**config.mk**
```make
export PLATFORM = sky130hd
export DESIGN_NAME = blcu_cmd_queue
export DESIGN_NICKNAME = d
export VERILOG_FILES = /design/src/blcu_pkg.sv /design/src/blcu_cmd_queue.sv
export SDC_FILE = /design/constraint.sdc
export NUM_CORES = 1
export LEC_CHECK = 0
export ABC_AREA = 1
export BUFFER_PORTS_ARGS = -buffer_cell sky130_fd_sc_hd__buf_2
export CORE_AREA = 2 2 139 141
export CTS_BUF_LIST = sky130_fd_sc_hd__clkbuf_4 sky130_fd_sc_hd__clkbuf_8 sky130_fd_sc_hd__clkbuf_16
export CTS_CLUSTER_SIZE = 16
export DETAILED_ROUTE_END_ITERATION = 7
export DIE_AREA = 0 0 141 143
export GPL_ROUTABILITY_DRIVEN = 0
export GPL_TIMING_DRIVEN = 0
export SLEW_MARGIN = 30
export SYNTH_ARGS = -nofsm -noshare
export SYNTH_HDL_FRONTEND = slang
export SYNTH_SLANG_ARGS = --single-unit
```
**constraint.sdc**
```tcl
create_clock -name clk -period 5 [get_ports clk]
set_clock_uncertainty 0.2 [all_clocks]
set_input_delay 0.5 -clock clk [delete_from_list [all_inputs] [get_ports clk]]
set_output_delay 0.5 -clock clk [all_outputs]
set_load 0.01 [all_outputs]
```
**src/blcu_pkg.sv**
```systemverilog
// Shared constants, types and state encodings for the bit-plane life cell update block.
`default_nettype none

package blcu_pkg;

    localparam int PIXEL_W     = 24;
    localparam int IDX_W       = 8;
    localparam int SIZE_W      = 9;
    localparam int RULE_W      = 18;
    localparam int RULE_STRIDE = 9;
    localparam int CFG_ADDR_W  = 2;
    localparam int CFG_DATA_W  = RULE_W;
    localparam int CMDQ_DEPTH  = 2;
    localparam int NB_ROWS     = 3;

    localparam int DEF_MAX_ROWS = 256;
    localparam int DEF_MAX_COLS = 256;

    localparam logic [CFG_ADDR_W-1:0] REG_RULE_MASK   = 2'd0;
    localparam logic [CFG_ADDR_W-1:0] REG_ROWS_IN_USE = 2'd1;
    localparam logic [CFG_ADDR_W-1:0] REG_COLS_IN_USE = 2'd2;

    localparam logic [RULE_W-1:0] RULE_MASK_RST = 18'h01808;
    localparam logic [SIZE_W-1:0] ROWS_RST      = 9'd256;
    localparam logic [SIZE_W-1:0] COLS_RST      = 9'd256;

    localparam logic OP_WRITE   = 1'b0;
    localparam logic OP_COMPUTE = 1'b1;

    typedef struct packed {
        logic               op;
        logic [IDX_W-1:0]   row_up;
        logic [IDX_W-1:0]   row_md;
        logic [IDX_W-1:0]   row_dn;
        logic [IDX_W-1:0]   col_lt;
        logic [IDX_W-1:0]   col_md;
        logic [IDX_W-1:0]   col_rt;
        logic [PIXEL_W-1:0] pixel;
    } cmd_t;

    typedef enum logic [1:0] {
        F_IDLE,
        F_DIV,
        F_PUSH
    } fstate_t;

    typedef enum logic [1:0] {
        B_IDLE,
        B_RD1,
        B_RD2,
        B_LAST
    } bstate_t;

endpackage

`default_nettype wire

```
**src/blcu_cmd_queue.sv**
```systemverilog
// Short command queue between front end and back end.
`default_nettype none

module blcu_cmd_queue
    import blcu_pkg::*;
(
    input  wire logic clk,
    input  wire logic rst_n,
    input  wire logic push,
    input  wire cmd_t wdata,
    output logic      full,
    input  wire logic pop,
    output cmd_t      rdata,
    output logic      empty
);

    localparam int PTR_W = $clog2(CMDQ_DEPTH);
    localparam int CNT_W = $clog2(CMDQ_DEPTH + 1);

    cmd_t             entry_reg [CMDQ_DEPTH];
    logic [PTR_W-1:0] wr_ptr_reg, wr_ptr_next;
    logic [PTR_W-1:0] rd_ptr_reg, rd_ptr_next;
    logic [CNT_W-1:0] cnt_reg, cnt_next;
    logic             do_push, do_pop;

    assign full    = (cnt_reg == CNT_W'(CMDQ_DEPTH));
    assign empty   = (cnt_reg == '0);
    assign do_push = push && !full;
    assign do_pop  = pop && !empty;
    assign rdata   = entry_reg[rd_ptr_reg];

    always_comb
    begin
        wr_ptr_next = wr_ptr_reg;
        rd_ptr_next = rd_ptr_reg;
        cnt_next    = cnt_reg;
        if (do_push)
        begin
            wr_ptr_next = (wr_ptr_reg == PTR_W'(CMDQ_DEPTH - 1)) ? '0 : wr_ptr_reg + PTR_W'(1);
        end
        if (do_pop)
        begin
            rd_ptr_next = (rd_ptr_reg == PTR_W'(CMDQ_DEPTH - 1)) ? '0 : rd_ptr_reg + PTR_W'(1);
        end
        if (do_push && !do_pop)
        begin
            cnt_next = cnt_reg + CNT_W'(1);
        end
        else if (do_pop && !do_push)
        begin
            cnt_next = cnt_reg - CNT_W'(1);
        end
    end

    always_ff @(posedge clk or negedge rst_n)
    begin
        if (!rst_n)
        begin
            wr_ptr_reg <= '0;
            rd_ptr_reg <= '0;
            cnt_reg    <= '0;
        end
        else
        begin
            wr_ptr_reg <= wr_ptr_next;
            rd_ptr_reg <= rd_ptr_next;
            cnt_reg    <= cnt_next;
        end
    end

    always_ff @(posedge clk)
    begin
        if (do_push)
        begin
            entry_reg[wr_ptr_reg] <= wdata;
        end
    end

    a_no_overflow: assert property (@(posedge clk) disable iff (!rst_n)
        push |-> !full)
        else $error("cmd queue: push while full");

endmodule

`default_nettype wire

```
-- Word-level counts from Yosys, hierarchy flattened
Memory sizes are Yosys's and may differ from the RTL's.
Index checks and enable logic that the tools add are counted.
- register bits after elaboration: 4
- bits in writable memories: 146
- input bits: 77
- word-level logic and storage cells: 25
- memories: 1
- add/subtract/negate cells: 4
- eq/ne operators: 1
- muxes and demuxes: 6
- reductions and logical operators: 10
- memories (memory ; words ; width ; read ports ; clocked after memory_dff ; wr ports ; RTL line ; RTL):
    entry_reg ; 2 ; 73 ; 1 ; 0 ; 1 ; blcu_cmd_queue.sv:20 ; cmd_t entry_reg [CMDQ_DEPTH];
- operator list (kind ; number):
    1-bit logical AND ; 4
    1-bit logical NOT ; 4
    1-bit two-way mux ; 4
    2-bit two-way mux ; 2
    1-bit adder, second input constant ; 2
    2-bit by 1-bit adder with 2-bit output, second input constant ; 1
    2-bit == test, second input constant ; 1
    2-bit logical NOT ; 1
    2-bit nonzero test ; 1
    2-bit by 1-bit subtractor with 2-bit output, second input constant ; 1

-- Longest topological paths before layout
Gate-level depths: netlist of run 1.
- word-level depth: 7
- gate-level depth with buffers: 9
- mapped depth without buffers: 9

-- Worst setup path before layout of run 1
OpenSTA, ideal clock, no wires.
- path kind: input port to flip-flop
- from: input port push
- to: memory entry_reg[1][0] in the netlist's numbering, enable pin
- arrival: 3.654 ns
- required time: 4.295 ns
- slack: 0.642 ns
- stages: 2
- buffers on the path: 0
- cells stage by stage: o21ai_0 -> nor2_1
- cells in the longest elaborated chain, start to end: 3
- ends and longest elaborated chain (what ; RTL line ; RTL):
    start: declaration ; blcu_cmd_queue.sv:9 ; input wire logic push,
    1-bit logical AND ; blcu_cmd_queue.sv:28 ; assign do_push = push && !full;
    1-bit two-way mux ; blcu_cmd_queue.sv:73 ; if (do_push)
    1-bit two-way mux (implied by the code) ; blcu_cmd_queue.sv:75 ; entry_reg[wr_ptr_reg] <= wdata;
    end: declaration ; blcu_cmd_queue.sv:20 ;
No other way between the ends.

==> results of run 1 <==
## power by group through the flow
stage | registers (mW) | logic, mW | clock network (mW)
floorplan | 1.82 | 0.794 | 0
global placement | 1.85 | 1.34 | 0
detailed placement | 1.81 | 1.45 | 0
CTS | 1.79 | 1.46 | 1.19
global route | 1.81 | 1.59 | 1.24
finish | 1.79 | 1.41 | 1.15
## path summary, 6_finish.rpt
path                            start               end  slack (ns)  cells past startpoint
min reg2reg                wr_ptr_reg        wr_ptr_reg        0.29                      2
min in group asynchronous       rst_n        rd_ptr_reg        0.24                      2
max reg2reg                cnt_reg[1]   entry_reg[1][5]        2.88                      5
min                         wdata[19]  entry_reg[0][19]        0.08                      1
max in group asynchronous       rst_n        cnt_reg[0]        4.24                      2
max                        rd_ptr_reg         rdata[22]        2.73                      6
## cell type report
| class | count | area, sq um | share of cell area (%) |
|---|---|---|---|
| multi-input combinational | 239 | 930.9 | 12.82 |
| buffer | 16 | 103.9 | 1.430 |
| clock inverter | 11 | 87.58 | 1.206 |
| timing repair buffer | 157 | 890.9 | 12.27 |
| clock buffer | 19 | 440.4 | 6.064 |
| inverter | 8 | 32.53 | 0.4479 |
| tap | 234 | 292.8 | 4.031 |
| sequential | 150 | 4484 | 61.74 |
## worst max-delay path, cell delays in order, from the launching register on
cell and delay, ns:
dfrtp_1 0.39, inv_2 0.06, buf_6 0.14, buf_2 0.26
nand2_1 0.08, nand2_1 0.08, buf_2 0.13
## cell families after synthesis
kind of cell    count (synthesis)  synth area share (%)
compound gates                  2                0.1806
simple gates                  235                 16.10
fa+ha+maj                       1                0.2257
xor+xnor                        1                0.1581
buf+inv                        24                 2.416
flops                         150                 80.92
## per-layer routing
layer  share of wire, %  vias to the layer above
met4                1.2                        0
met2                 50                      112
met1                 42                     1668
met3                6.8                       12
met5                  0                        -
li1                   -                     1739
## repair_timing
item                                    in CTS  in global routing
buffers inserted                             0                  0
hold endpoints to repair                     4                  0
endpoints found under the setup margin       0                  0
hold buffers                                 1                  0
gates resized for setup                      0                  0
## stage by stage
stage / power [mW] / instances / TNS [ns]
floorplan: 2.613 / 413 / 0
global placement: 3.187 / 798 / -86.99
detailed placement: 3.268 / 803 / 0
CTS: 4.436 / 834 / 0
global route: 4.646 / 834 / 0
finish: 4.353 / 834 / 0
## placed cells by master (no fill, tap or decap)
cell type / instances
edfxtp_1: 146
inv_4: 1
buf_6: 1
clkbuf_4: 2
ha_1: 1
nand2_1: 228
xnor2_1: 1
clkbuf_16: 17
clkinvlp_4: 3
buf_4: 7
inv_1: 6
buf_16: 4
nor2_2: 1
clkinv_4: 1
nand3b_1: 1
nor2_4: 1
buf_2: 159
inv_2: 1
clkinv_2: 3
nand4_1: 1
clkinv_1: 3
dfrtp_1: 4
bufinv_16: 1
buf_8: 1
nor2_1: 2
dlygate4sd3_1: 1
o21ai_0: 2
nand3_1: 1
==> metrics.txt, run 1 <==
run status finished clean; Worst-path clk slew 0.06 ns; Startpoint Class flop; RSZ-0062 raised after global routing no; DRT iter0 DRCs 188; Min-Delay Path Class input port to flop; final hold violation count 0; crit path time final 2.266 ns; Comb pwr share 32.5%; vias per cell 4.234; area grow syn2layout 31.07%; Die Ht 143 um; Crit Path Class flop to primary output; vias post-DR 3,531; met3 Use GR 5.131%; DR DRC count 0; TritonCTS clock tree built; largest net degree at the start of global routing 46; Async SR Flop Fraction 2.667%; Worst Tran Pin Value 0.5709 ns; Initial Util 29.82%; CTS Buffer Depth 2; placed wire-length estimate 8179 um; total gr overflow 0; grt met1 use 13.88%; yosys warns 0; GRT busiest layer met2; Yosys cell types 16; core area 18,580 sq um; Min Hold Slack 0.07573 ns; synth top area cells edfxtp_1 (79%), nand2_1 (15%), dfrtp_1 (1.8%); Slew HR 61.85%; leading cell types by count after synthesis nand2_1 (228), edfxtp_1 (146), buf_2 (8), buf_4 (7), inv_1 (7); critical path peak fanout 10; NumNets Final 667; #FFs+latches synth 150; Cell Pwr Density 599.3 nW/um^2; Max Cap Viol 0; I/O pin total 152; WP data arrival 1.57 ns; internal power 2.907 mW; switch share 33.20%; Seq pwr share 41.0%; GRT Total Usage 11.95%; Final Util 39.09%; most common cell in the synthesized netlist nand2_1; CP Capture Type primary output; Syn Std Cell Area 5542 sq um; Fillers 1,779; VDD IR max 0.2182 mV; clock latency on the worst-skew pair 0.40 ns; Synth Instances 413; Max Freq 441.3 MHz; post-synthesis sequential area ratio 80.92%; top cell type's share of synthesized area 79.11%; max FFs per register 146; top cell type by total area after synthesis edfxtp_1; post-route ant nets 0; CP Data Required Time 4.30 ns; dpl ws 2.801 ns; Root Buffer clkbuf_16; Post-synth EDFFs 146; final worst path period share 45.32%; vias in the first global route 3,633; initial antenna violation count 1; Leak 3.132 nW; worst setup margin 2.734 ns; Clk pwr share 26.5%; CTS Sinks 150; ant diodes 0; Primary FF master, synth edfxtp_1; die area 20,160 sq um; Avg Inst Size Synth 13.42 sq um; Die X 141 um; port bufs 151; final-report setup violation count 0; Finished Cell Area 7263 sq um; WL final 11,850 um; Slew Limit Fails 0; H-Tree Depth 4; synthesized net count 491; DP Area 6725 sq um; met2 GRT Util 20.13%; net switching power 1.445 mW; share of layout cells above drive strength 1 33.83%; TritonCTS Buffers 17; FP Rows 50; wire length per cell 14.20 um; first-pass GRT wire length 18,320 um; Initial DRT Pass Iterations 4
(Power assumes the default switching activity.)
==> inputs of run 2 (changes only) <==
--- a/config.mk
+++ b/config.mk
@@ -5,13 +5,13 @@
 export SDC_FILE = /design/constraint.sdc
 export NUM_CORES = 1
 export LEC_CHECK = 0
-export ABC_AREA = 1
+export ABC_AREA = 0
 export BUFFER_PORTS_ARGS = -buffer_cell sky130_fd_sc_hd__buf_2
-export CORE_AREA = 2 2 139 141
+export CORE_AREA = 2 2 141 143
 export CTS_BUF_LIST = sky130_fd_sc_hd__clkbuf_4 sky130_fd_sc_hd__clkbuf_8 sky130_fd_sc_hd__clkbuf_16
 export CTS_CLUSTER_SIZE = 16
 export DETAILED_ROUTE_END_ITERATION = 7
-export DIE_AREA = 0 0 141 143
+export DIE_AREA = 0 0 143 145
 export GPL_ROUTABILITY_DRIVEN = 0
 export GPL_TIMING_DRIVEN = 0
 export SLEW_MARGIN = 30
==> constraint.sdc (replaced) <==
create_clock -name clk -period 2.23 [get_ports clk]
set_clock_uncertainty 0.2 [all_clocks]
set_input_delay 0.223 -clock clk [delete_from_list [all_inputs] [get_ports clk]]
set_output_delay 0.223 -clock clk [all_outputs]
set_load 0.01 [all_outputs]
==> metrics.txt, run 2 <==
Root Buffer clkbuf_16; TritonCTS clock tree built; yosys warns 0 (unchanged); vias in the first global route 3,530 (-2.8%); Die X 143 um (+1.4%); Crit Path Class flop to primary output; synth top area cells edfxtp_1 (77%), mux2_4 (16%), mux2_2 (2.6%); area grow syn2layout 45.17%; CTS Buffer Depth 2 (unchanged); first-pass GRT wire length 17,550 um (-4.2%); commonest non-fill, non-tap cell in the layout buf_2; share of layout cells above drive strength 1 53.13% (+19 points); Post-synth EDFFs 146 (unchanged); WP data arrival 1.63 ns (+0.06 ns); R2R cell count 3 (-2); TritonCTS Buffers 17 (unchanged); Yosys cell types 15 (-1); Synth Instances 246 (-40%); Slew Limit Fails 0 (unchanged); most common cell in the synthesized netlist edfxtp_1; Min-Delay Path Class input port to flop; NumNets Final 577 (-13%); synthesized net count 324 (-34%); CP Data Required Time 1.81 ns (-2.49 ns); post-synthesis mux area share 18.34% (+18 points); I/O pin total 152 (unchanged); Fillers 1,718 (-3.4%); multi-input combinational cell area 1164 sq um (+25%); H-Tree Depth 4 (unchanged); crit path time final 2.053 ns; CTS Sinks 150 (unchanged); Worst-path clk slew 0.06 ns (about the same); final hold violation count 0 (unchanged); FF/Latch Area 4484 sq um (unchanged); GRT Total Usage 11.19% (-0.76 points); CP Capture Type primary output; top cell type by total area after synthesis edfxtp_1; Initial Util 29.74% (-0.087 points); Min Hold Slack 0.3325 ns (+0.2568 ns); #FFs+latches synth 150 (unchanged); ant diodes 0 (unchanged); initial antenna violation count 0 (-1); die area 20,740 sq um (+2.8%); Primary FF master, synth edfxtp_1; Async SR Flop Fraction 2.667% (unchanged); Startpoint Class flop; vias post-DR 3,158 (-11%); Post-Synth XOR/XNOR Area 0.7667% (+0.61 points); top cell type's share of synthesized area 76.76% (-2.4 points); leading cell types by count after synthesis edfxtp_1 (146), mux2_4 (60), mux2_2 (13), buf_6 (7), dfrtp_1 (4); Synth Area in Adders 0.2191% (-0.0067 points); Die Ht 145 um (+1.4%); Post-Synth Simple-Gate Area 0.4819% (-16 points); Max Cap Viol 0 (unchanged); run status finished clean; commonest non-fill, non-tap cells in the layout buf_2 (152), edfxtp_1 (146), dlygate4sd3_1 (77); RSZ-0062 raised after global routing no; WL final 11,430 um (-3.5%); vias per cell 4.064 (-4.0%); DRT iter0 DRCs 86 (-54%); final-report setup violation count 0 (unchanged); FP Rows 51 (+2.0%); Cell Pwr Density 1237 nW/um^2 (+110%); Initial DRT Pass Iterations 4 (unchanged); Avg Inst Size Synth 23.22 sq um (+73%); port bufs 151 (unchanged); total gr overflow 0 (unchanged); Placed Cells 666 (-17%); Leak 3.305 nW (+5.5%); wire length per cell 14.71 um (+3.6%); post-route ant nets 0 (unchanged); post-synthesis sequential area ratio 78.51% (-2.4 points); critical path peak fanout 10 (unchanged); final worst path period share 92.06%; Worst Tran Pin Value 0.5546 ns (-0.01628 ns); largest family of logic cells by synthesized area multiplexers; compound-cell area share of the yosys netlist 0.08762% (-0.093 points); DR DRC count 0 (unchanged); Syn Std Cell Area 5712 sq um (+3.1%); Final Util 43.17% (+4.1 points); Hold Path Depth 2 (+1); Max Freq 487.1 MHz; core area 19,210 sq um (+3.4%); non-filler cells, final 777 (-6.8%); Slew HR 63.02% (+1.2 points); placed wire-length estimate 7410 um (-9.4%); largest net degree at the start of global routing 39 (-15%); clock latency on the worst-skew pair 0.41 ns (about the same); max FFs per register 146 (unchanged); VDD IR max 0.8336 mV (+280%)
-- run 2: cell count changes in the layout (fill, tap and decap cells not counted), moves of 6 or more --
cell           previous run  this run
dlygate4sd3_1             1        77
mux2_2                    0        13
mux2_4                    0        60
buf_2                   159       152
buf_4                     7         1
buf_6                     1         7
nand2_1                 228         0
-- run 2: per-layer routing --
layer / track usage, % / vias to the layer above / share of wire, %
met3: 4.158 / 12 / 5.6
met2: 19.57 / 94 / 52
met5: 0 / - / 0
li1: - / 1482 / -
met1: 12.15 / 1570 / 41
met4: 4.406 / 0 / 1.2
-- run 2: worst max-delay path, cell delays in order (launching register included) --
cell     delay, ns
dfrtp_1       0.35
buf_6         0.20
buf_6         0.20
mux2_4        0.31
buf_2         0.16
-- run 2: cell families (layout without fill, tap and decap cells) --
logic type	Yosys count	in the layout
xor+xnor	5	5
buf+inv	10	276
fa+ha+maj	1	1
compound gates	1	1
flops	150	150
simple gates	6	6
mux	73	73
-- run 2: area by class of cell --
class                   instances  share of cell area (%)
inverters                       2                 0.09054
flip-flops and latches        150                   54.08
well taps                     265                   3.999
repair buffers                234                   19.83
multi-input cells              86                   14.03
clock inverters                15                   1.826
plain buffers                   8                   1.011
clock buffers                  17                   5.131
-- run 2: per-stage QoR --
stage	power [mW]	instance area (sq um)	setup TNS [ns]	setup WS (ns)
4_1_cts	10.39	8264	0	0.007330
2_1_floorplan	6.245	5736	-6.910	-0.09466
6_report	10.26	8292	0	0.1770
3_5_place_dp	7.446	6917	0	0.005587
3_3_place_gp	7.255	6823	-80.48	-0.6963
5_1_grt	10.78	8292	0	0.05202
-- run 2: worst paths after layout --
kind                            start          endpoint  slack (ns)
setup / recovery           rd_ptr_reg         rdata[16]        0.18
hold / removal              wdata[44]  entry_reg[0][44]        0.33
setup reg to reg           cnt_reg[0]  entry_reg[1][33]        0.19
hold reg to reg            wr_ptr_reg        wr_ptr_reg        0.39
max in group asynchronous       rst_n        rd_ptr_reg        1.15
min in group asynchronous       rst_n        cnt_reg[0]        0.50
-- run 2: where the power goes --
part	internal [mW]	total, mW	leakage [nW]	switching, mW
combinational	1.80	3.42	1.62	1.62
sequential	3.85	4.04	1.40	0.184
clock	1.65	2.80	0.277	1.15
-- run 2: timing repair --
| action | 4_1_cts | 5_1_grt |
|---|---|---|
| hold buffers | 77 | 0 |
| hold endpoints to repair | 152 | 0 |
| setup endpoints to repair | 0 | 15 |
| gates resized for setup | 0 | 0 |
| setup buffers | 0 | 2 |
