==> config.mk <==
export PLATFORM = sky130hd
export DESIGN_NAME = blcu_front
export DESIGN_NICKNAME = d
export VERILOG_FILES = /design/src/blcu_pkg.sv /design/src/blcu_front.sv
export SDC_FILE = /design/constraint.sdc
export NUM_CORES = 1
export LEC_CHECK = 0
export BUFFER_PORTS_ARGS = -buffer_cell sky130_fd_sc_hd__buf_2
export CAP_MARGIN = 20
export CORE_MARGIN = 2
export CORE_UTILIZATION = 50
export CTS_CLUSTER_DIAMETER = 30
export DETAILED_ROUTE_END_ITERATION = 10
export PLACE_DENSITY_LB_ADDON = 0.08
export SYNTH_ARGS = -nofsm -noshare
export SYNTH_HDL_FRONTEND = slang
export SYNTH_SLANG_ARGS = --single-unit
==> constraint.sdc <==
create_clock -name clk -period 3.7 [get_ports clk]
set_input_delay 0.37 -clock clk [delete_from_list [all_inputs] [get_ports clk]]
set_output_delay 0.37 -clock clk [all_outputs]
set_load 0.01 [all_outputs]
==> src/blcu_pkg.sv <==
// Shared constants, types and state encodings for the bit-plane life cell update block.
`default_nettype none

package blcu_pkg;

    localparam int PIXEL_W     = 24;
    localparam int IDX_W       = 8;
    localparam int SIZE_W      = 9;
    localparam int RULE_W      = 18;
    localparam int RULE_STRIDE = 9;
    localparam int CFG_ADDR_W  = 2;
    localparam int CFG_DATA_W  = RULE_W;
    localparam int CMDQ_DEPTH  = 2;
    localparam int NB_ROWS     = 3;

    localparam int DEF_MAX_ROWS = 256;
    localparam int DEF_MAX_COLS = 256;

    localparam logic [CFG_ADDR_W-1:0] REG_RULE_MASK   = 2'd0;
    localparam logic [CFG_ADDR_W-1:0] REG_ROWS_IN_USE = 2'd1;
    localparam logic [CFG_ADDR_W-1:0] REG_COLS_IN_USE = 2'd2;

    localparam logic [RULE_W-1:0] RULE_MASK_RST = 18'h01808;
    localparam logic [SIZE_W-1:0] ROWS_RST      = 9'd256;
    localparam logic [SIZE_W-1:0] COLS_RST      = 9'd256;

    localparam logic OP_WRITE   = 1'b0;
    localparam logic OP_COMPUTE = 1'b1;

    typedef struct packed {
        logic               op;
        logic [IDX_W-1:0]   row_up;
        logic [IDX_W-1:0]   row_md;
        logic [IDX_W-1:0]   row_dn;
        logic [IDX_W-1:0]   col_lt;
        logic [IDX_W-1:0]   col_md;
        logic [IDX_W-1:0]   col_rt;
        logic [PIXEL_W-1:0] pixel;
    } cmd_t;

    typedef enum logic [1:0] {
        F_IDLE,
        F_DIV,
        F_PUSH
    } fstate_t;

    typedef enum logic [1:0] {
        B_IDLE,
        B_RD1,
        B_RD2,
        B_LAST
    } bstate_t;

endpackage

`default_nettype wire

==> src/blcu_front.sv <==
// Front end: accepts words, reduces indices modulo the torus size, forms neighbor indices.
`default_nettype none

module blcu_front
    import blcu_pkg::*;
#(
    parameter int MAX_ROWS = DEF_MAX_ROWS,
    parameter int MAX_COLS = DEF_MAX_COLS
) (
    input  wire logic               clk,
    input  wire logic               rst_n,
    input  wire logic               in_push,
    output logic                    in_full,
    input  wire logic               in_opcode,
    input  wire logic [IDX_W-1:0]   in_row,
    input  wire logic [IDX_W-1:0]   in_col,
    input  wire logic [PIXEL_W-1:0] in_pixel,
    input  wire logic [SIZE_W-1:0]  rows_in_use,
    input  wire logic [SIZE_W-1:0]  cols_in_use,
    output logic                    q_push,
    input  wire logic               q_full,
    output cmd_t                    q_cmd
);

    localparam int LIM_ROWS = (MAX_ROWS < (1 << IDX_W)) ? MAX_ROWS : (1 << IDX_W);
    localparam int LIM_COLS = (MAX_COLS < (1 << IDX_W)) ? MAX_COLS : (1 << IDX_W);
    localparam int DIV_CYC  = IDX_W / 2;
    localparam int STEP_W   = $clog2(DIV_CYC);

    function automatic logic [SIZE_W-1:0] eff_size(input logic [SIZE_W-1:0] r,
                                                   input logic [SIZE_W-1:0] lim);
        if (r == '0)
            return SIZE_W'(1);
        else if (r > lim)
            return lim;
        else
            return r;
    endfunction

    // one restoring remainder step
    function automatic logic [IDX_W-1:0] mod_step(input logic [IDX_W-1:0] rem,
                                                  input logic b,
                                                  input logic [SIZE_W-1:0] d);
        logic [SIZE_W-1:0] t;
        t = {rem, b};
        if (t >= d)
            return IDX_W'(t - d);
        else
            return t[IDX_W-1:0];
    endfunction

    function automatic logic [IDX_W-1:0] dec_wrap(input logic [IDX_W-1:0] i,
                                                  input logic [SIZE_W-1:0] sz);
        if (i == '0)
            return IDX_W'(sz - SIZE_W'(1));
        else
            return i - IDX_W'(1);
    endfunction

    function automatic logic [IDX_W-1:0] inc_wrap(input logic [IDX_W-1:0] i,
                                                  input logic [SIZE_W-1:0] sz);
        if (({1'b0, i} + SIZE_W'(1)) == sz)
            return '0;
        else
            return i + IDX_W'(1);
    endfunction

    fstate_t             state_reg, state_next;
    logic                op_reg, op_next;
    logic [PIXEL_W-1:0]  pix_reg, pix_next;
    logic [IDX_W-1:0]    rdiv_reg, rdiv_next;
    logic [IDX_W-1:0]    cdiv_reg, cdiv_next;
    logic [IDX_W-1:0]    rrem_reg, rrem_next;
    logic [IDX_W-1:0]    crem_reg, crem_next;
    logic [STEP_W-1:0]   step_reg, step_next;
    logic [SIZE_W-1:0]   rows_eff, cols_eff;
    logic                accept;
    logic                in_range;
    logic [IDX_W-1:0]    r_mid, c_mid;

    assign rows_eff = eff_size(rows_in_use, SIZE_W'(LIM_ROWS));
    assign cols_eff = eff_size(cols_in_use, SIZE_W'(LIM_COLS));

    assign in_full  = !((state_reg == F_IDLE) || (state_reg == F_PUSH && !q_full));
    assign accept   = in_push && !in_full;
    assign in_range = ({1'b0, in_row} < rows_eff) && ({1'b0, in_col} < cols_eff);

    always_ff @(posedge clk or negedge rst_n)
    begin
        if (!rst_n)
        begin
            state_reg <= F_IDLE;
        end
        else
        begin
            state_reg <= state_next;
        end
    end

    always_ff @(posedge clk)
    begin
        op_reg   <= op_next;
        pix_reg  <= pix_next;
        rdiv_reg <= rdiv_next;
        cdiv_reg <= cdiv_next;
        rrem_reg <= rrem_next;
        crem_reg <= crem_next;
        step_reg <= step_next;
    end

    always_comb
    begin
        state_next = state_reg;
        op_next    = op_reg;
        pix_next   = pix_reg;
        rdiv_next  = rdiv_reg;
        cdiv_next  = cdiv_reg;
        rrem_next  = rrem_reg;
        crem_next  = crem_reg;
        step_next  = step_reg;
        r_mid      = '0;
        c_mid      = '0;

        unique case (state_reg)
            F_IDLE:
            begin
            end
            F_DIV:
            begin
                // two dividend bits per cycle, row and column side by side
                r_mid     = mod_step(rrem_reg, rdiv_reg[IDX_W-1], rows_eff);
                c_mid     = mod_step(crem_reg, cdiv_reg[IDX_W-1], cols_eff);
                rrem_next = mod_step(r_mid, rdiv_reg[IDX_W-2], rows_eff);
                crem_next = mod_step(c_mid, cdiv_reg[IDX_W-2], cols_eff);
                rdiv_next = rdiv_reg << 2;
                cdiv_next = cdiv_reg << 2;
                step_next = step_reg + STEP_W'(1);
                if (step_reg == STEP_W'(DIV_CYC - 1))
                begin
                    state_next = F_PUSH;
                end
            end
            F_PUSH:
            begin
                if (!q_full)
                begin
                    state_next = F_IDLE;
                end
            end
            default:
            begin
                state_next = F_IDLE;
            end
        endcase

        if (accept)
        begin
            op_next  = in_opcode;
            pix_next = in_pixel;
            if (in_range)
            begin
                rrem_next  = in_row;
                crem_next  = in_col;
                state_next = F_PUSH;
            end
            else
            begin
                rdiv_next  = in_row;
                cdiv_next  = in_col;
                rrem_next  = '0;
                crem_next  = '0;
                step_next  = '0;
                state_next = F_DIV;
            end
        end
    end

    assign q_push       = (state_reg == F_PUSH) && !q_full;
    assign q_cmd.op     = op_reg;
    assign q_cmd.row_up = dec_wrap(rrem_reg, rows_eff);
    assign q_cmd.row_md = rrem_reg;
    assign q_cmd.row_dn = inc_wrap(rrem_reg, rows_eff);
    assign q_cmd.col_lt = dec_wrap(crem_reg, cols_eff);
    assign q_cmd.col_md = crem_reg;
    assign q_cmd.col_rt = inc_wrap(crem_reg, cols_eff);
    assign q_cmd.pixel  = pix_reg;

    a_rem_in_range: assert property (@(posedge clk) disable iff (!rst_n)
        (state_reg == F_PUSH) |-> (({1'b0, rrem_reg} < rows_eff) && ({1'b0, crem_reg} < cols_eff)))
        else $error("front: reduced index not below torus size");

    a_div_length: assert property (@(posedge clk) disable iff (!rst_n)
        (state_reg == F_DIV && step_reg == STEP_W'(DIV_CYC - 1)) |=> (state_reg == F_PUSH))
        else $error("front: remainder iteration did not finish on time");

endmodule

`default_nettype wire

## Word level (Yosys, flattened, before mapping)

Index checks and enable logic that the tools add are counted.

| word-level totals | value |
|---|---|
| word-level logic and storage cells | 84 |
| register bits after elaboration | 61 |
| output and inout port bits | 75 |
| input port bits | 63 |

| operators by class | value |
|---|---|
| muxes and demuxes | 34 |
| $add $sub $neg | 13 |
| order comparisons | 8 |
| reductions and logical operators | 13 |
| eq/ne operators | 8 |

Operator list:

| operator | number |
|---|---|
| $mux 8 | 22 |
| $ge 9x9->1 | 4 |
| $mux 9 | 4 |
| $sub 8x1->8 const B | 4 |
| $sub 8x8->8 | 4 |
| $add 8x1->9 const B | 2 |
| $eq 9x9->1 | 2 |
| $gt 9x9->1 const B | 2 |
| $logic_not 9->1 | 2 |
| $lt 8x9->1 | 2 |
| $add 8x1->8 const B | 2 |
| $logic_not 8->1 | 2 |
| $mux 2 | 7 |
| $ne 3x3->1 const B | 2 |
| $pmux 2 s3 | 1 |
| $eq 2x2->1 const B | 2 |
| $logic_and 1x1->1 | 3 |
| $reduce_and 3->1 | 1 |
| $add 2x1->2 const B | 1 |
| $eq 2x1->1 const B | 1 |
| $logic_not 1->1 | 2 |
| $logic_not 2->1 | 1 |
| $ne 2x2->1 const B | 1 |
| $reduce_bool 2->1 | 1 |
| $logic_or 1x1->1 | 1 |

## Logic depth before layout (Yosys ltp)

| logic depth | value |
|---|---|
| depth in word-level cells | 10 |
| depth in mapped cells | 21 |
| gate-level depth less buffers | 19 |

## Worst setup path after synthesis

Ideal clock, no wire load.

| timing path | value |
|---|---|
| path type | input -> register |
| start | input cols_in_use[8] |
| end | register crem_reg[0], data pin |
| slack | -0.961 ns |
| data required time | 3.548 ns |
| path buffers | 3 |
| arrival | 4.509 ns |
| library setup time | 0.152 ns |
| cell stages on the path | 18 |
| cell sequence | buf_2 inv_1 clkbuf_1 nand2_1 ha_1 clkbuf_1 a21oi_1 o21ai_1 a2111oi_2 nor2_1 mux2_2 ha_1 nand3_1 o21ai_0 o31ai_1 a311oi_2 mux2_2 o21ai_0 |

| on the way | value |
|---|---|
| word-level cells in the longest chain between the ends | 10 |
| elaborated cells between the ends (all ways) | 16 |
| classes of those cells | 2 x add/sub; 4 x order compare; 8 x mux; 2 x reduce/logical |

Ends and longest elaborated chain:

| item | line | text |
|---|---|---|
| start, declared | blcu_front.sv:19 | `input wire logic [SIZE_W-1:0] cols_in_use,` |
| $gt 9x9->1 | blcu_front.sv:34 | `else if (r > lim)` |
| $mux 9 | blcu_front.sv:34 |  |
| $mux 9 (*) | blcu_front.sv:32 | `if (r == '0)` |
| $sub 8x8->8 / $ge 9x9->1 (equally long branches) | blcu_front.sv:47, blcu_front.sv:46 |  |
| $mux 8 | blcu_front.sv:46 | `if (t >= d)` |
| $mux 8 | blcu_front.sv:124 | `unique case (state_reg)` |
| $ge 9x9->1 | blcu_front.sv:46 |  |
| $mux 8 | blcu_front.sv:46 |  |
| $mux 8 | blcu_front.sv:124 |  |
| $mux 8 (*) | blcu_front.sv:156 | `if (accept)` |
| net crem_next[0] | blcu_front.sv:74 | `logic [IDX_W-1:0] crem_reg, crem_next;` |
| end signal, assigned | blcu_front.sv:107 | `crem_reg <= crem_next;` |
| end, declared | blcu_front.sv:74 |  |

The timed path passes the listed nets; every way through them passes the cells marked *. The select of a mux whose other input is x is not followed.
A chain may end at the register's enable or synchronous reset.

## Worst setup path after layout

| timing path | value |
|---|---|
| start | register rrem_reg[1] |
| end | register rrem_reg[5], data pin |

| on the way | value |
|---|---|
| word-level cells in the longest chain between the ends | 7 |
| elaborated cells between the ends (all ways) | 9 |
| classes of those cells | 2 x add/sub; 2 x order compare; 5 x mux |

Ends and longest elaborated chain:

| item | line | text |
|---|---|---|
| start, declared | blcu_front.sv:73 | `logic [IDX_W-1:0] rrem_reg, rrem_next;` |
| start signal, assigned | blcu_front.sv:106 | `rrem_reg <= rrem_next;` |
| $sub 8x8->8 / $ge 9x9->1 (equally long branches) | blcu_front.sv:47, blcu_front.sv:46 |  |
| $mux 8 (*) | blcu_front.sv:46 |  |
| $mux 8 (*) | blcu_front.sv:124 |  |
| $sub 8x8->8 / $ge 9x9->1 (equally long branches) | blcu_front.sv:47, blcu_front.sv:46 |  |
| $mux 8 (*) | blcu_front.sv:46 |  |
| $mux 8 (*) | blcu_front.sv:124 |  |
| $mux 8 (*) | blcu_front.sv:156 |  |
| net rrem_next[5] | blcu_front.sv:73 |  |

Marks and branches as above.

==> out/results.ini <==
[synthesis]
synth.avg_cell_area_um2 = 8.44
synth_edf_count = 41
synth.distinct_cells = 74
ys_ff_latch = 61
synth_seq_area_share_pct = 28.0
syn_inst = 694
ys_async_sr_fraction_pct = 3.28
mappedNetlistArea_mm2 = 0.00586
ys.flop_type = edfxtp_1
syn_nets = 818
yosysWarnings = 0

[grt]
grt_usage_pct = 29.8
grt_max_degree = 40
overflow = 0
grt_pass1_wl_um = 30800
grt_pass1_vias = 6348
antenna_found_initial = 0

[layout]
diodes = 0
largest_reg_flops = 24
drive_gt1_share_pct = 43.9
fin_nets = 1088
n_fill_cell = 803
area_delta_synth_final_pct = 49.9

[timing]
setup_viol = 14
worst_pin_slew_ps = 917
holdWs_ps = 212
finalHoldViolations = 0
layout_setup_ws_ps = -115
fmax_ghz = 0.262
max_slew_margin_pct = 38.7
period_needed_ps = 3820
rsz0062_at_grt = yes
drv_slew = 0
clock_skew_ps = 7.06
fin_crit_sh_pct = 103

[routing]
routedWlPerCell_um = 17.7
drtIter0Drc = 564
route.detailed.drc = 0
via_count = 6438
wirelength_um = 19700
postRouteAntennaNets = 0
via_per_inst = 5.79
dr.pass1.iters = 5

[floorplan]
fp-row-count = 39
core_mm2 = 0.0114
die_h_um = 112
initial_core_util_pct = 51.3
dieArea_mm2 = 0.0126
io_pins = 138
die_x_um = 112

[power_and_ir_drop]
p_leak_nw = 3.79
power_mw = 10.7
p_per_area_mw_per_mm2 = 1220
ir_drop_mv = 0.675

[clocking]
clock_path_buffers = 2
insertion_delay_ps = 330
clock_sinks = 61
cts_tree = done
cts_buffers = 9
clk_transition_reported_paths_ps = 60
root_buffer = clkbuf_16
h-tree-depth = 3

[min_path]
min_path_type = input port to register
hold_path.startpoint = in_pixel[20]

[worst_setup_path]
crit_path_max_incr_delay_ps = 450
critPathCaptureType = register
startpoint_type = register
r2r-start = rrem_reg[1]
cp_max_fo = 7
criticalPathCategory = register to register
rrSetupSlack_ps = -120
cp-startpoint = rrem_reg[1]
path_common_cell = a21oi_4
path_cells = ha_4 > o21ai_0 > a21oi_4 > o221a_4 > o31ai_4 > buf_12 > mux2_4 > ha_4 > a21oi_4 > o21ai_4 > nor3_4 > a21oi_4 > mux2i_1 > o21ai_1
worst_path_max_delay_cell = edfxtp_1
critical_path_arrival_ps = 3870
worstPathRequired_ps = 3750

[placed_design]
place.gp.congestion = 0.978
place_hpwl_um = 14200
io_buffers = 137

[status]
failed_checks = setup timing
status = finished, violations left

[job]
cap_violations = 0

==> placed cells by master (no fill, tap or decap), types with 11 or more instances in the layout <==
master and n:
a21oi_1 44, a21oi_2 11, a31oi_1 12, buf_2 132
buf_4 151, dfxtp_1 18, edfxtp_1 41, ha_1 35
ha_4 18, inv_1 31, mux2i_1 14, nand2_1 66
nand3_1 17, nor2_1 59, nor3_1 19, o21ai_0 23
o21ai_1 18, xnor2_1 31, xor2_1 19
==> cell type report <==
type | count | area, µm² | share of cell area, %
Timing Repair Buffer | 294 | 1930 | 22.0
Sequential cell | 61 | 1640 | 18.7
Inverter | 35 | 134 | 1.52
Clock inverter | 6 | 63.8 | 0.727
Clock buffer | 10 | 229 | 2.61
Multi-Input combinational cell | 563 | 4600 | 52.4
Tap cell | 143 | 179 | 2.04
==> layer usage <==
metal | global-route usage, % | vias to the layer above | part of all wire [%]
met5 | 0 | - | 0
met4 | 8.70 | 0 | 3.2
met3 | 4.16 | 59 | 7.3
met2 | 50.4 | 299 | 47
met1 | 39.9 | 3008 | 43
li1 | - | 3072 | -
==> report_power, final <==
| group | switching [mW] | internal, mW | leakage, nW |
|---|---|---|---|
| clock | 0.301 | 0.519 | 0.138 |
| combinational | 4.40 | 4.16 | 3.09 |
| sequential | 0.153 | 1.14 | 0.568 |
| total | 4.86 | 5.82 | 3.79 |
==> cell usage after synthesis (3+ instances only) <==
library cell / number / share of area [%]
xor2_1: 19 / 2.8
dfxtp_1: 18 / 6.2
nor2b_1: 8 / 0.85
or3_1: 6 / 0.64
nand3b_1: 3 / 0.38
fa_1: 4 / 1.4
nor4_1: 4 / 0.43
o41ai_1: 3 / 0.45
mux2i_1: 17 / 2.9
and4_1: 4 / 0.60
a211oi_1: 6 / 0.77
xnor2_1: 31 / 4.6
a21oi_1: 59 / 5.0
nor2_1: 62 / 4.0
mux2_2: 11 / 2.1
a21o_1: 6 / 0.77
a32oi_1: 3 / 0.45
buf_6: 4 / 0.77
clkbuf_1: 16 / 1.0
o31ai_1: 6 / 0.77
nor3_1: 21 / 1.8
ha_1: 57 / 12
nand2_1: 75 / 4.8
o21ai_0: 46 / 3.9
inv_1: 35 / 2.2
buf_2: 11 / 0.94
o211ai_1: 3 / 0.38
o21ai_1: 4 / 0.34
o21a_1: 5 / 0.64
nand2b_1: 10 / 1.1
nand3_1: 19 / 1.6
edfxtp_1: 41 / 21
nor3b_1: 3 / 0.38
nand4_1: 9 / 0.96
buf_4: 3 / 0.38
a31oi_1: 12 / 1.3
or2_2: 3 / 0.32
==> stage by stage <==
step | setup TNS (ps) | utilization [%] | setup slack (ps) | cells | instance area [µm²]
5_1_grt | -2810 | 76.9 | -254 | 1112 | 8780
2_1_floorplan | -3320 | - | -253 | 694 | 6240
3_3_place_gp | -6240 | 69.0 | -427 | 1076 | 7880
4_1_cts | -171 | 74.6 | -59.6 | 1109 | 8520
6_report | -793 | 76.9 | -115 | 1112 | 8780
3_5_place_dp | -7990 | 69.0 | -558 | 1076 | 7880
==> critical path, delay by kind of cell, from the launching register on <==
kind | cells | cell delay (ps)
compound gates | 8 | 1610
mux | 2 | 630
fa+ha+maj | 2 | 590
flops | 1 | 450
buf+inv | 1 | 160
simple gates | 1 | 90
==> timing repair <==
action | CTS | global route
endpoints found under the hold margin | 2 | 0
hold buffers | 1 | 0
gates resized for setup | 43 | 49
setup buffers | 15 | 6
setup endpoints to repair | 16 | 19
pin swaps | 27 | 38
gates cloned | 1 | 0
==> cell families after synthesis <==
| logic type | count (synthesis) | share of synthesized area (%) |
|---|---|---|
| flip-flops | 61 | 28.0 |
| AO/OA/AOI/OAI | 181 | 20.0 |
| buffers and inverters | 71 | 5.53 |
| AND/OR/NAND/NOR | 242 | 20.4 |
| XOR/XNOR | 50 | 7.48 |
| adder cells (fa/ha/maj) | 61 | 13.5 |
| multiplexers | 28 | 5.02 |
==> worst paths after layout <==
| path | to | cells after the start |
|---|---|---|
| worst max register to register | rrem_reg[5] | 14 |
| min in group asynchronous | state_reg[0] | 2 |
| worst min-delay path | pix_reg[20] | 1 |
| max in group asynchronous | state_reg[1] | 2 |
| worst max-delay path | rrem_reg[5] | 14 |
| worst min register to register | rdiv_reg[1] | 2 |
Note: power is estimated with default switching activity, not from simulation.
